$ cat src/rtl/mrfb_pkg.sv
`timescale 1ns / 1ps
// ----------------------------------------------------------------------------
// Modbus request frame builder package
// Function codes, frame constants, CRC-16/MODBUS byte update and the frame
// record that travels down the pipeline.
// ----------------------------------------------------------------------------
package mrfb_pkg;

	localparam int APB_ADDR_W = 3;
	localparam int APB_DATA_W = 32;

	localparam logic [7:0]  FN_READ_HOLDING  = 8'h03;
	localparam logic [7:0]  FN_WRITE_SINGLE  = 8'h06;
	localparam logic [7:0]  FN_WRITE_MULTI   = 8'h10;
	localparam logic [7:0]  MULTI_REG_COUNT  = 8'd2;
	localparam logic [7:0]  MULTI_BYTE_COUNT = 8'(2 * 2);
	localparam logic [15:0] CRC_INIT         = 16'hFFFF;
	localparam logic [15:0] CRC_POLY         = 16'hA001;
	localparam logic [6:0]  COUNT_RESET      = 7'd20;

	// Remaining-beat count loaded at frame start (frame length minus one).
	localparam logic [3:0]  LAST_SHORT = 4'd7;
	localparam logic [3:0]  LAST_LONG  = 4'd12;

	typedef enum logic [1:0] {
		KIND_READ   = 2'd0,
		KIND_WRITE1 = 2'd1,
		KIND_WRITE2 = 2'd2
	} mrfb_kind_t;

	typedef enum logic {
		REG_READ_BASE = 1'b0,
		REG_COUNT     = 1'b1
	} mrfb_reg_t;

	typedef struct packed {
		logic              long_frame;
		logic [15:0]       crc;
		logic [10:0][7:0]  data;
	} mrfb_frame_t;

	function automatic logic [15:0] crc_byte(input logic [15:0] crc_in,
	                                         input logic [7:0] din);
		logic [15:0] c;
		c = crc_in ^ {8'h00, din};
		for (int b = 0; b < 8; b++) begin
			c = c[0] ? ((c >> 1) ^ CRC_POLY) : (c >> 1);
		end
		return c;
	endfunction

endpackage

$ cat src/rtl/mrfb_if.sv
`timescale 1ns / 1ps
// ----------------------------------------------------------------------------
// Modbus request frame builder channels
// Request channel and frame byte channel, valid/ready with payload.
// ----------------------------------------------------------------------------
interface mrfb_req_if;
	logic        valid;
	logic        ready;
	logic [1:0]  kind;
	logic [7:0]  device_address;
	logic [15:0] register_address;
	logic [15:0] value;

	modport source(output valid, kind, device_address, register_address, value,
	               input ready);
	modport sink(input valid, kind, device_address, register_address, value,
	             output ready);
endinterface

interface mrfb_byte_if;
	logic       valid;
	logic       ready;
	logic [7:0] frame_byte;
	logic       last;

	modport source(output valid, frame_byte, last, input ready);
	modport sink(input valid, frame_byte, last, output ready);
endinterface

$ cat src/rtl/mrfb_cfg.sv
`timescale 1ns / 1ps
// ----------------------------------------------------------------------------
// Configuration registers
// APB write/read of the read-frame start address and register count.
// ----------------------------------------------------------------------------
module mrfb_cfg (
	input  logic                           clk,
	input  logic                           arst_n,
	input  logic                           psel,
	input  logic                           penable,
	input  logic                           pwrite,
	input  logic [mrfb_pkg::APB_ADDR_W-1:0] paddr,
	input  logic [mrfb_pkg::APB_DATA_W-1:0] pwdata,
	output logic [mrfb_pkg::APB_DATA_W-1:0] prdata,
	output logic                           pready,
	output logic [15:0]                    start_addr,
	output logic [6:0]                     reg_count
);

	logic [15:0]       start_addr_q;
	logic [6:0]        reg_count_q;
	logic              wr_en;
	mrfb_pkg::mrfb_reg_t reg_sel;

	assign pready  = 1'b1;
	assign wr_en   = psel && penable && pwrite && pready;
	assign reg_sel = mrfb_pkg::mrfb_reg_t'(paddr[2]);

	always_ff @(posedge clk or negedge arst_n) begin
		if (!arst_n) begin
			start_addr_q <= '0;
			reg_count_q  <= mrfb_pkg::COUNT_RESET;
		end else if (wr_en) begin
			unique case (reg_sel)
				mrfb_pkg::REG_READ_BASE: start_addr_q <= pwdata[15:0];
				mrfb_pkg::REG_COUNT:     reg_count_q  <= pwdata[6:0];
				default: ;
			endcase
		end
	end

	always_comb begin
		unique case (reg_sel)
			mrfb_pkg::REG_READ_BASE: prdata = {16'h0000, start_addr_q};
			mrfb_pkg::REG_COUNT:     prdata = {25'h0, reg_count_q};
			default:                 prdata = '0;
		endcase
	end

	assign start_addr = start_addr_q;
	assign reg_count  = reg_count_q;

endmodule

$ cat src/rtl/mrfb_build.sv
`timescale 1ns / 1ps
// ----------------------------------------------------------------------------
// Frame assembly stage
// Accepts a request and registers the frame body bytes ahead of the CRC.
// ----------------------------------------------------------------------------
module mrfb_build (
	input  logic                  clk,
	input  logic                  arst_n,
	mrfb_req_if.sink              req,
	input  logic [15:0]           start_addr,
	input  logic [6:0]            reg_count,
	output logic                  dn_valid,
	input  logic                  dn_ready,
	output mrfb_pkg::mrfb_frame_t dn_frame
);

	logic                  valid_s1;
	mrfb_pkg::mrfb_frame_t frame_s1;
	mrfb_pkg::mrfb_frame_t body;
	logic                  body_ok;
	logic                  take;

	assign req.ready = !valid_s1 || dn_ready;
	assign take      = req.valid && req.ready;

	always_comb begin
		body            = '0;
		body.crc        = mrfb_pkg::CRC_INIT;
		body.data[0]    = req.device_address;
		body_ok         = 1'b1;
		case (req.kind)
			mrfb_pkg::KIND_READ: begin
				body.data[1] = mrfb_pkg::FN_READ_HOLDING;
				body.data[2] = start_addr[15:8];
				body.data[3] = start_addr[7:0];
				body.data[5] = {1'b0, reg_count};
			end
			mrfb_pkg::KIND_WRITE1: begin
				body.data[1] = mrfb_pkg::FN_WRITE_SINGLE;
				body.data[2] = req.register_address[15:8];
				body.data[3] = req.register_address[7:0];
				body.data[4] = req.value[15:8];
				body.data[5] = req.value[7:0];
			end
			mrfb_pkg::KIND_WRITE2: begin
				body.long_frame = 1'b1;
				body.data[1]    = mrfb_pkg::FN_WRITE_MULTI;
				body.data[2]    = req.register_address[15:8];
				body.data[3]    = req.register_address[7:0];
				body.data[5]    = mrfb_pkg::MULTI_REG_COUNT;
				body.data[6]    = mrfb_pkg::MULTI_BYTE_COUNT;
				body.data[7]    = req.value[15:8];
				body.data[8]    = req.value[7:0];
			end
			// unused kind: swallow the beat, no frame
			default: body_ok = 1'b0;
		endcase
	end

	always_ff @(posedge clk or negedge arst_n) begin
		if (!arst_n) begin
			valid_s1 <= 1'b0;
		end else if (take) begin
			valid_s1 <= body_ok;
		end else if (dn_ready) begin
			valid_s1 <= 1'b0;
		end
	end

	always_ff @(posedge clk) begin
		if (take) begin
			frame_s1 <= body;
		end
	end

	assign dn_valid = valid_s1;
	assign dn_frame = frame_s1;

endmodule

$ cat src/rtl/mrfb_crc_pipe.sv
`timescale 1ns / 1ps
// ----------------------------------------------------------------------------
// CRC pipeline
// Three stages fold the frame body into CRC-16/MODBUS, up to four bytes each.
// ----------------------------------------------------------------------------
module mrfb_crc_pipe (
	input  logic                  clk,
	input  logic                  arst_n,
	input  logic                  up_valid,
	output logic                  up_ready,
	input  mrfb_pkg::mrfb_frame_t up_frame,
	output logic                  dn_valid,
	input  logic                  dn_ready,
	output mrfb_pkg::mrfb_frame_t dn_frame
);

	logic                  valid_s2, valid_s3, valid_s4;
	mrfb_pkg::mrfb_frame_t frame_s2, frame_s3, frame_s4;
	logic                  rdy_s2, rdy_s3, rdy_s4;
	logic [15:0]           crc2, crc3, crc4;

	assign rdy_s4   = !valid_s4 || dn_ready;
	assign rdy_s3   = !valid_s3 || rdy_s4;
	assign rdy_s2   = !valid_s2 || rdy_s3;
	assign up_ready = rdy_s2;

	// bytes 0..3 are in every frame
	always_comb begin
		crc2 = up_frame.crc;
		for (int i = 0; i < 4; i++) begin
			crc2 = mrfb_pkg::crc_byte(crc2, up_frame.data[i]);
		end
	end

	// bytes 4..5 always, 6..7 only in the long frame
	always_comb begin
		crc3 = frame_s2.crc;
		for (int i = 4; i < 8; i++) begin
			if (i < 6 || frame_s2.long_frame) begin
				crc3 = mrfb_pkg::crc_byte(crc3, frame_s2.data[i]);
			end
		end
	end

	// bytes 8..10 only in the long frame
	always_comb begin
		crc4 = frame_s3.crc;
		for (int i = 8; i < 11; i++) begin
			if (frame_s3.long_frame) begin
				crc4 = mrfb_pkg::crc_byte(crc4, frame_s3.data[i]);
			end
		end
	end

	always_ff @(posedge clk or negedge arst_n) begin
		if (!arst_n) begin
			valid_s2 <= 1'b0;
			valid_s3 <= 1'b0;
			valid_s4 <= 1'b0;
		end else begin
			if (rdy_s2) valid_s2 <= up_valid;
			if (rdy_s3) valid_s3 <= valid_s2;
			if (rdy_s4) valid_s4 <= valid_s3;
		end
	end

	always_ff @(posedge clk) begin
		if (rdy_s2 && up_valid) begin
			frame_s2 <= '{long_frame: up_frame.long_frame, crc: crc2, data: up_frame.data};
		end
		if (rdy_s3 && valid_s2) begin
			frame_s3 <= '{long_frame: frame_s2.long_frame, crc: crc3, data: frame_s2.data};
		end
		if (rdy_s4 && valid_s3) begin
			frame_s4 <= '{long_frame: frame_s3.long_frame, crc: crc4, data: frame_s3.data};
		end
	end

	assign dn_valid = valid_s4;
	assign dn_frame = frame_s4;

endmodule

$ cat src/rtl/mrfb_ser.sv
`timescale 1ns / 1ps
// ----------------------------------------------------------------------------
// Frame serializer
// Loads a finished frame with its CRC and shifts it out one byte per beat.
// ----------------------------------------------------------------------------
module mrfb_ser (
	input  logic                  clk,
	input  logic                  arst_n,
	input  logic                  up_valid,
	output logic                  up_ready,
	input  mrfb_pkg::mrfb_frame_t up_frame,
	mrfb_byte_if.source           frm
);

	logic [12:0][7:0] shift_q;
	logic [12:0][7:0] load_bytes;
	logic [3:0]       left_q;
	logic             busy_q;
	logic             beat;
	logic             last_beat;
	logic             load;

	assign beat      = busy_q && frm.ready;
	assign last_beat = beat && (left_q == 4'd0);
	assign up_ready  = !busy_q || last_beat;
	assign load      = up_valid && up_ready;

	always_comb begin
		load_bytes = '0;
		for (int i = 0; i < 11; i++) begin
			load_bytes[i] = up_frame.data[i];
		end
		// CRC low byte first, right after the body
		if (up_frame.long_frame) begin
			load_bytes[11] = up_frame.crc[7:0];
			load_bytes[12] = up_frame.crc[15:8];
		end else begin
			load_bytes[6] = up_frame.crc[7:0];
			load_bytes[7] = up_frame.crc[15:8];
		end
	end

	always_ff @(posedge clk or negedge arst_n) begin
		if (!arst_n) begin
			busy_q <= 1'b0;
			left_q <= '0;
		end else if (load) begin
			busy_q <= 1'b1;
			left_q <= up_frame.long_frame ? mrfb_pkg::LAST_LONG : mrfb_pkg::LAST_SHORT;
		end else if (last_beat) begin
			busy_q <= 1'b0;
		end else if (beat) begin
			left_q <= left_q - 4'd1;
		end
	end

	always_ff @(posedge clk) begin
		if (load) begin
			shift_q <= load_bytes;
		end else if (beat) begin
			shift_q <= {8'h00, shift_q[12:1]};
		end
	end

	assign frm.valid      = busy_q;
	assign frm.frame_byte = shift_q[0];
	assign frm.last       = left_q == 4'd0;

endmodule

$ cat src/rtl/modbus_request_frame_builder.sv
`timescale 1ns / 1ps
// ----------------------------------------------------------------------------
// Modbus RTU request frame builder
// Request in, frame bytes with CRC-16/MODBUS out, APB configuration.
// ----------------------------------------------------------------------------
// Each accepted request becomes a frame of 8 bytes (read holding registers,
// write single register) or 13 bytes (write two registers), sent one byte per
// cycle while the receiver is ready, with last set on the high CRC byte; kind 3
// is taken and dropped. The output serializer sets the rate: it loads the next
// frame on the last byte of the current one, so frames follow each other
// without a gap while requests keep coming. The first byte of a frame is
// presented once the assembly stage and three CRC stages have loaded the
// serializer. Up to five requests are held in flight. Registers sit at byte
// address 0 (read start address) and 4 (read register count). The user must
// write them only while the block is idle; the block does not enforce it.
module modbus_request_frame_builder (
	input  logic                           clk,
	input  logic                           arst_n,
	input  logic                           psel,
	input  logic                           penable,
	input  logic                           pwrite,
	input  logic [mrfb_pkg::APB_ADDR_W-1:0] paddr,
	input  logic [mrfb_pkg::APB_DATA_W-1:0] pwdata,
	output logic [mrfb_pkg::APB_DATA_W-1:0] prdata,
	output logic                           pready,
	mrfb_req_if.sink                       req,
	mrfb_byte_if.source                    frm
);

	logic [15:0]           start_addr;
	logic [6:0]            reg_count;
	logic                  b_valid, b_ready;
	mrfb_pkg::mrfb_frame_t b_frame;
	logic                  c_valid, c_ready;
	mrfb_pkg::mrfb_frame_t c_frame;

	mrfb_cfg u_cfg (
		.clk        (clk),
		.arst_n     (arst_n),
		.psel       (psel),
		.penable    (penable),
		.pwrite     (pwrite),
		.paddr      (paddr),
		.pwdata     (pwdata),
		.prdata     (prdata),
		.pready     (pready),
		.start_addr (start_addr),
		.reg_count  (reg_count)
	);

	mrfb_build u_build (
		.clk        (clk),
		.arst_n     (arst_n),
		.req        (req),
		.start_addr (start_addr),
		.reg_count  (reg_count),
		.dn_valid   (b_valid),
		.dn_ready   (b_ready),
		.dn_frame   (b_frame)
	);

	mrfb_crc_pipe u_crc (
		.clk      (clk),
		.arst_n   (arst_n),
		.up_valid (b_valid),
		.up_ready (b_ready),
		.up_frame (b_frame),
		.dn_valid (c_valid),
		.dn_ready (c_ready),
		.dn_frame (c_frame)
	);

	mrfb_ser u_ser (
		.clk      (clk),
		.arst_n   (arst_n),
		.up_valid (c_valid),
		.up_ready (c_ready),
		.up_frame (c_frame),
		.frm      (frm)
	);

endmodule

$ cat src/flat_wrapper.sv
// flat-port wrapper written by rule: the top's interface ports become plain ports
module modbus_request_frame_builder_flat 
  (clk, arst_n, psel, penable, pwrite, paddr, pwdata, prdata, pready, req_valid, req_kind, req_device_address, req_register_address, req_value, req_ready, frm_valid, frm_frame_byte, frm_last, frm_ready);
  mrfb_req_if req_i ();
  mrfb_byte_if frm_i ();
  input  logic clk;
  input  logic arst_n;
  input  logic psel;
  input  logic penable;
  input  logic pwrite;
  input  logic [mrfb_pkg::APB_ADDR_W-1:0] paddr;
  input  logic [mrfb_pkg::APB_DATA_W-1:0] pwdata;
  output logic [mrfb_pkg::APB_DATA_W-1:0] prdata;
  output logic pready;
  input wire logic [$bits(req_i.valid)-1:0] req_valid;
  input wire logic [$bits(req_i.kind)-1:0] req_kind;
  input wire logic [$bits(req_i.device_address)-1:0] req_device_address;
  input wire logic [$bits(req_i.register_address)-1:0] req_register_address;
  input wire logic [$bits(req_i.value)-1:0] req_value;
  output wire logic [$bits(req_i.ready)-1:0] req_ready;
  output wire logic [$bits(frm_i.valid)-1:0] frm_valid;
  output wire logic [$bits(frm_i.frame_byte)-1:0] frm_frame_byte;
  output wire logic [$bits(frm_i.last)-1:0] frm_last;
  input wire logic [$bits(frm_i.ready)-1:0] frm_ready;
  assign req_i.valid = req_valid;
  assign req_i.kind = req_kind;
  assign req_i.device_address = req_device_address;
  assign req_i.register_address = req_register_address;
  assign req_i.value = req_value;
  assign req_ready = req_i.ready;
  assign frm_valid = frm_i.valid;
  assign frm_frame_byte = frm_i.frame_byte;
  assign frm_last = frm_i.last;
  assign frm_i.ready = frm_ready;
  modbus_request_frame_builder u_core (.clk(clk), .arst_n(arst_n), .psel(psel), .penable(penable), .pwrite(pwrite), .paddr(paddr), .pwdata(pwdata), .prdata(prdata), .pready(pready), .req(req_i), .frm(frm_i));
endmodule
$ cat config.mk
export PLATFORM = sky130hd
export DESIGN_NAME = modbus_request_frame_builder_flat
export DESIGN_NICKNAME = d
export VERILOG_FILES = /design/src/rtl/mrfb_pkg.sv /design/src/rtl/mrfb_if.sv /design/src/rtl/mrfb_cfg.sv /design/src/rtl/mrfb_build.sv /design/src/rtl/mrfb_crc_pipe.sv /design/src/rtl/mrfb_ser.sv /design/src/rtl/modbus_request_frame_builder.sv /design/src/flat_wrapper.sv
export SDC_FILE = /design/constraint.sdc
export NUM_CORES = 1
export LEC_CHECK = 0
export BUFFER_PORTS_ARGS = -buffer_cell sky130_fd_sc_hd__buf_2
export CAP_MARGIN = 20
export CORE_UTILIZATION = 47
export CTS_BUF_LIST = sky130_fd_sc_hd__clkbuf_8
export CTS_CLUSTER_SIZE = 25
export DETAILED_ROUTE_END_ITERATION = 8
export GPL_ROUTABILITY_DRIVEN = 0
export PLACE_DENSITY_LB_ADDON = 0.12
export SYNTH_ARGS = -nofsm -noshare
export SYNTH_HDL_FRONTEND = slang
export SYNTH_SLANG_ARGS = --single-unit
export TNS_END_PERCENT = 20
$ cat constraint.sdc
create_clock -name clk -period 3.8 [get_ports clk]
set_input_delay 0.76 -clock clk [delete_from_list [all_inputs] [get_ports clk]]
set_output_delay 0.76 -clock clk [all_outputs]
set_load 0.03 [all_outputs]
## Word-level counts from Yosys, hierarchy flattened

Cells that the tools add are included.

| cells by class | value |
|---|---|
| multiplexer cells | 111 |
| bitwise operators | 98 |
| reduce and logical (&&, ||, !) cells | 28 |
| eq/ne operators | 3 |
| add/subtract/negate cells | 1 |

Operators with widths:

| operator | number |
|---|---|
| 16-bit 2-to-1 mux | 94 |
| 2-bit inverter with 3-bit output | 88 |
| 104-bit 2-to-1 mux | 2 |
| 16-bit by 8-bit XOR with 16-bit output | 8 |
| 24-bit case mux with 3 select lines | 1 |
| 32-bit case mux with 2 select lines | 1 |
| 8-bit case mux with 3 select lines | 1 |
| 4-bit 2-to-1 mux | 4 |
| 8-bit inverter with 16-bit output | 1 |
| 14-bit 2-to-1 mux | 1 |
| 1-bit logical AND | 9 |
| 1-bit 2-to-1 mux | 6 |
| 2-bit AND reduction | 3 |
| 2-bit nonzero test | 3 |
| 1-bit logical NOT | 5 |
| 1-bit logical OR | 5 |
| 4-bit logical NOT | 1 |
| 4-bit by 1-bit subtractor with 4-bit output, second input constant | 1 |
| 3-bit 2-to-1 mux | 1 |
| 3-bit OR reduction | 1 |
| 2-bit by 1-bit == test with 1-bit output, second input constant | 1 |
| 2-bit == test, second input constant | 1 |
| 2-bit logical NOT | 1 |
| 2-bit by 1-bit inequality test with 1-bit output, second input constant | 1 |
| 1-bit inverter | 1 |

| word-level totals | value |
|---|---|
| bits of input ports | 84 |
| register bits | 476 |

## Depth between registers and ports, before layout

| depth | value |
|---|---|
| word-level depth | 70 |
| depth in mapped cells | 11 |

## By module

A second synthesis with hierarchy kept.

| unflattened totals | value |
|---|---|
| cell total of the unflattened synthesis | 1415 |
| area total of the unflattened synthesis | 21423.0 µm² |

By module, submodules not included:

| module | instances | area each (µm²) | sequential area each (µm²) | cells each |
|---|---|---|---|---|
| mrfb_crc_pipe | 1 | 12449.4 | 9534.1 | 667 |
| mrfb_ser | 1 | 4911.0 | 3248.1 | 465 |
| mrfb_build | 1 | 2855.2 | 1826.8 | 197 |
| mrfb_cfg | 1 | 1207.4 | 578.1 | 86 |

## Least setup slack after synthesis

OpenSTA, ideal clock, no wires.

| timing path | value |
|---|---|
| kind | register to register |
| start point | register u_core.u_ser.left_q[0] |
| end point | register u_core.u_crc.frame_s2[0] in the netlist's numbering, enable pin |
| path buffers | 0 |
| clock period less this slack | 4.237 ns |
| path slack | -0.437 ns |
| cell stages (with the launch flop) | 10 |
| arrival | 3.795 ns |
| cell sequence | dfrtp_1 > inv_1 > ha_1 > nor3b_1 > nand2_1 > and2_1 > nand3_1 > inv_1 > nand2_1 > and2_1 |

| between the ends | value |
|---|---|
| cells in the longest elaborated chain, start to end | 7 |

RTL lines:

| what | RTL line | text |
|---|---|---|
| from (decl) | mrfb_ser.sv:17 | `logic [3:0] left_q;` |
| from (signal assigned) | mrfb_ser.sv:49 | `left_q <= up_frame.long_frame ? mrfb_pkg::LAST_LONG : mrfb_pkg::LAST_SHORT;` |
| from (signal assigned) | mrfb_ser.sv:53 | `left_q <= left_q - 4'd1;` |
| 4-bit logical NOT | n/a |  |
| named net frm_last | flat_wrapper.sv:23 | `output wire logic [$bits(frm_i.last)-1:0] frm_last;` |
| 1-bit logical AND | mrfb_ser.sv:24 | `assign last_beat = beat && (left_q == 4'd0);` |
| 1-bit logical OR | mrfb_ser.sv:25 | `assign up_ready = !busy_q \|\| last_beat;` |
| 1-bit logical OR | mrfb_crc_pipe.sv:22 | `assign rdy_s4 = !valid_s4 \|\| dn_ready;` |
| 1-bit logical OR | mrfb_crc_pipe.sv:23 | `assign rdy_s3 = !valid_s3 \|\| rdy_s4;` |
| 1-bit logical OR | mrfb_crc_pipe.sv:24 | `assign rdy_s2 = !valid_s2 \|\| rdy_s3;` |
| 1-bit logical AND | mrfb_crc_pipe.sv:68 | `if (rdy_s2 && up_valid) begin` |
| to (signal assigned) | mrfb_crc_pipe.sv:69 | `frame_s2 <= '{long_frame: up_frame.long_frame, crc: crc2, data: up_frame.data};` |
| to (decl) | mrfb_crc_pipe.sv:18 | `mrfb_pkg::mrfb_frame_t frame_s2, frame_s3, frame_s4;` |

The timed path passes the listed nets, and every way through them passes these cells.
A chain may end at the register's enable or synchronous reset.

## Worst setup path in the final report

| timing path | value |
|---|---|
| start point | register u_core.u_ser.left_q[0] |
| end point | output req_ready |

| between the ends | value |
|---|---|
| cells in the longest elaborated chain, start to end | 7 |

RTL lines:

| what | RTL line | text |
|---|---|---|
| 4-bit logical NOT | mrfb_ser.sv:24 |  |
| 1-bit logical AND | mrfb_ser.sv:24 |  |
| 1-bit logical OR | mrfb_ser.sv:25 |  |
| 1-bit logical OR | mrfb_crc_pipe.sv:22 |  |
| 1-bit logical OR | mrfb_crc_pipe.sv:23 |  |
| 1-bit logical OR | mrfb_crc_pipe.sv:24 |  |
| 1-bit logical OR | mrfb_build.sv:23 | `assign req.ready = !valid_s1 \|\| dn_ready;` |
| to (decl) | flat_wrapper.sv:20 | `output wire logic [$bits(req_i.ready)-1:0] req_ready;` |

Every way passes these cells.

==> metrics.txt <==
run status complete, no violations; Post-CTS Setup Bufs 0; Final min period 3.30 ns; Tightest Pin Transition 0.967 ns; CTS sink count 424; crit path kind reg -> out; top post-synthesis cells by area edfxtp_1 (67%), xnor2_1 (6.1%), nand2_1 (4.8%); synth warn 0; worst reg2reg startpoint u_core.u_crc.frame_s2[38]; # resized after CTS 0; num ports 128; unrepaired setup endpoints after global routing no; Num CTS Buffers 71; routed vias 8840; Flop pwr share 44.1%; first-pass GRT wire length 50200 um; Tcrit/Tclk final 86.9%; number of hold buffers added after CTS 0; FF-to-FF path depth 9; layout cells sized above 1 18.4%; Syn Area/Cell 14.9 um2; Area growth, synth to finish 12.7%; Peak VDD IR 0.728 mV; Sw Ratio 31.2%; Yosys top cell area share 67.2%; Reg2Reg Capture Point u_core.u_crc.frame_s3[88]; CTS tree done; switching power 4.85 mW; antenna violations before repair 0; global route overflow 0; R2R setup slack 0.71 ns; Initial Util 47.9%; Slew Limit Fails 0; row count 70; CP endpoint kind primary output; Clk pwr share 23.1%; Vias/cell 4.85; All-Layer GR Usage 17.4%; Req. time, crit path 3.04 ns; Overall Power 15.5 mW; 1st-pass router iterations 4; crit path DAT 2.54 ns; PwrDens 787 nW/um2; post-route ant nets 0; Finish-stage setup viols 0; #FFs+latches synth 424; combinational power share 32.8%; Die Wd 195 um; Worst setup SP type flip-flop; max-cap violation count 0; Post-Syn Instances 1179; mapped cell area 17500 um2; clock skew 0.0228 ns; post-route DRC violation count 0; post-synthesis sequential area ratio 71.8%; pin count of the biggest net entering global routing 77; Nets 1389; Fill cells 3081; Reg area 12600 um2; Final Hold Vio Count 0; vias in the first global route 8862; die area 38100 um2; WL final 32400 um; Synth cell types 39; Min-Delay Path Class in -> async; WL per Instance 17.7 um; final setup TNS 0 ns; fmax 0.303 GHz; CTS root buffer clkbuf_8; largest area contributor in the netlist edfxtp_1; Longest Clk Path Bufs 3; dpl hpwl 21800 um; DRT iter0 DRCs 417; worst rel slew slack 35.2%; IO Port Bufs 92; commonest non-fill, non-tap cell in the layout edfxtp_1; commonest cells after routing, fill and taps aside edfxtp_1 (392), nand2_1 (225), xnor2_1 (122), buf_2 (92), clkbuf_8 (79); Die Ht 195 um; P_leak 7.44 nW; critical path fanouts, max 5; multi-input logic area 4630 um2; Worst-Skew Late Latency 0.58 ns; Internal Pwr Total 10.7 mW; Core Region 36600 um2; Clk pin slew, worst setup/hold paths 0.05 ns; antenna cells 0; htree depth 3
-- power by group through the flow --
stage	Clock [mW]	Combinational (mW)	Sequential, mW
3_3_place_gp	0	5.12	6.94
3_5_place_dp	0	5.17	6.96
6_report	3.59	5.10	6.86
5_1_grt	3.92	5.59	6.94
4_1_cts	3.73	5.20	6.87
2_1_floorplan	0	4.13	6.78
-- state kept, by name, summed over array words and instances, names as in the netlist --
signal / count
u_core.u_crc.dn_frame: 76
u_core.u_crc.frame_s2: 76
u_core.u_ser.frm.valid: 1
u_core.u_cfg.reg_count: 7
u_core.u_crc.dn_valid: 1
u_core.u_ser.left_q: 4
u_core.u_build.dn_frame: 60
u_core.u_crc.frame_s3: 76
u_core.u_build.dn_valid: 1
u_core.u_ser.frm.frame_byte: 8
u_core.u_cfg.start_addr: 16
u_core.u_ser.shift_q: 96
u_core.u_crc.valid_s3: 1
u_core.u_crc.valid_s2: 1
-- worst max-delay path, stage by stage, from the launching register on --
cell and delay (ns):
dfrtp_1 0.41, inv_1 0.07, ha_1 0.16, nor3b_1 0.31, nand2_1 0.13, and2_1 0.19, nand3_1 0.15, inv_1 0.09
nand3_1 0.20, buf_2 0.25
-- cell families (layout without fill, tap and decap cells) --
group           Yosys count  count (layout)  synth area share (%)
compound gates           62              62                  1.86
xor+xnor                179             179                  10.2
fa+ha+maj                 1               1                0.0714
buf+inv                  77             239                  2.20
flops                   424             424                  71.8
mux                      80              80                  4.91
other cells               2              17                0.0429
simple gates            354             354                  8.96
-- area by class of cell --
class	instances	area share, %
inverters	7	0.133
clock inverters	46	0.912
well taps	468	2.97
repair buffers	107	3.35
flip-flops and latches	424	63.7
clock buffers	79	5.51
multi-input cells	693	23.5
-- per-layer routing --
layer  track usage (%)  vias to the layer above  share of wire [%]
met1              24.9                     4251                 48
met5                 0                        -                  0
met4              6.07                        0                1.7
met3              3.70                       50                4.6
li1                  -                     4342                  -
met2              26.6                      197                 46
-- through the flow --
step	hold WS, ns	setup slack (ns)	instance area (um2)	std cells	utilization [%]
floorplan	0.400	-0.336	17600	1194	-
global placement	0.402	0.733	18500	1699	50.5
detailed placement	0.405	0.708	18500	1699	50.5
CTS	0.250	0.432	19700	1824	53.9
global route	0.295	0.327	19700	1824	53.9
finish	0.285	0.499	19700	1824	53.9
-- synthesized netlist by cell type --
| cell type | n |
|---|---|
| edfxtp_1 | 392 |
| dfstp_2 | 2 |
| ha_1 | 1 |
| a21o_1 | 2 |
| xnor3_2 | 1 |
| mux2i_1 | 42 |
| buf_4 | 25 |
| and2_1 | 59 |
| inv_1 | 7 |
| and3_1 | 1 |
| o31ai_1 | 1 |
| a21oi_1 | 21 |
| a211oi_1 | 1 |
| dfrtp_1 | 30 |
| nor2b_1 | 10 |
| xor2_1 | 37 |
| buf_2 | 2 |
| o21ai_0 | 35 |
| nor3b_1 | 1 |
| mux2_2 | 37 |
| nand3_1 | 10 |
| o21a_1 | 2 |
| nor4_1 | 1 |
| nand4_1 | 1 |
| nand2_1 | 226 |
| xnor3_1 | 7 |
| nor2_1 | 30 |
| nand4b_1 | 1 |
| nand2b_1 | 4 |
| xor2_2 | 2 |
| mux2i_4 | 1 |
| clkbuf_1 | 38 |
| nor3_1 | 3 |
| nand3b_1 | 7 |
| xnor2_1 | 122 |
| buf_1 | 5 |
| xnor2_2 | 8 |
| xor3_1 | 2 |
| conb_1 | 2 |
-- how the worst max path moves through the flow --
stage,startpoint,end,slack (ns),cells after the start
after floorplan,u_core.u_ser.left_q[0],u_core.u_crc.frame_s3[0],-0.34,7
after global placement,u_core.u_crc.frame_s2[38],u_core.u_crc.frame_s3[88],0.73,9
after detailed placement,u_core.u_crc.frame_s2[38],u_core.u_crc.frame_s3[88],0.71,9
after CTS,u_core.u_ser.left_q[0],req_ready,0.43,9
after global routing,u_core.u_ser.left_q[0],req_ready,0.33,9
final,u_core.u_ser.left_q[0],req_ready,0.50,9
(Power assumes the default switching activity.)
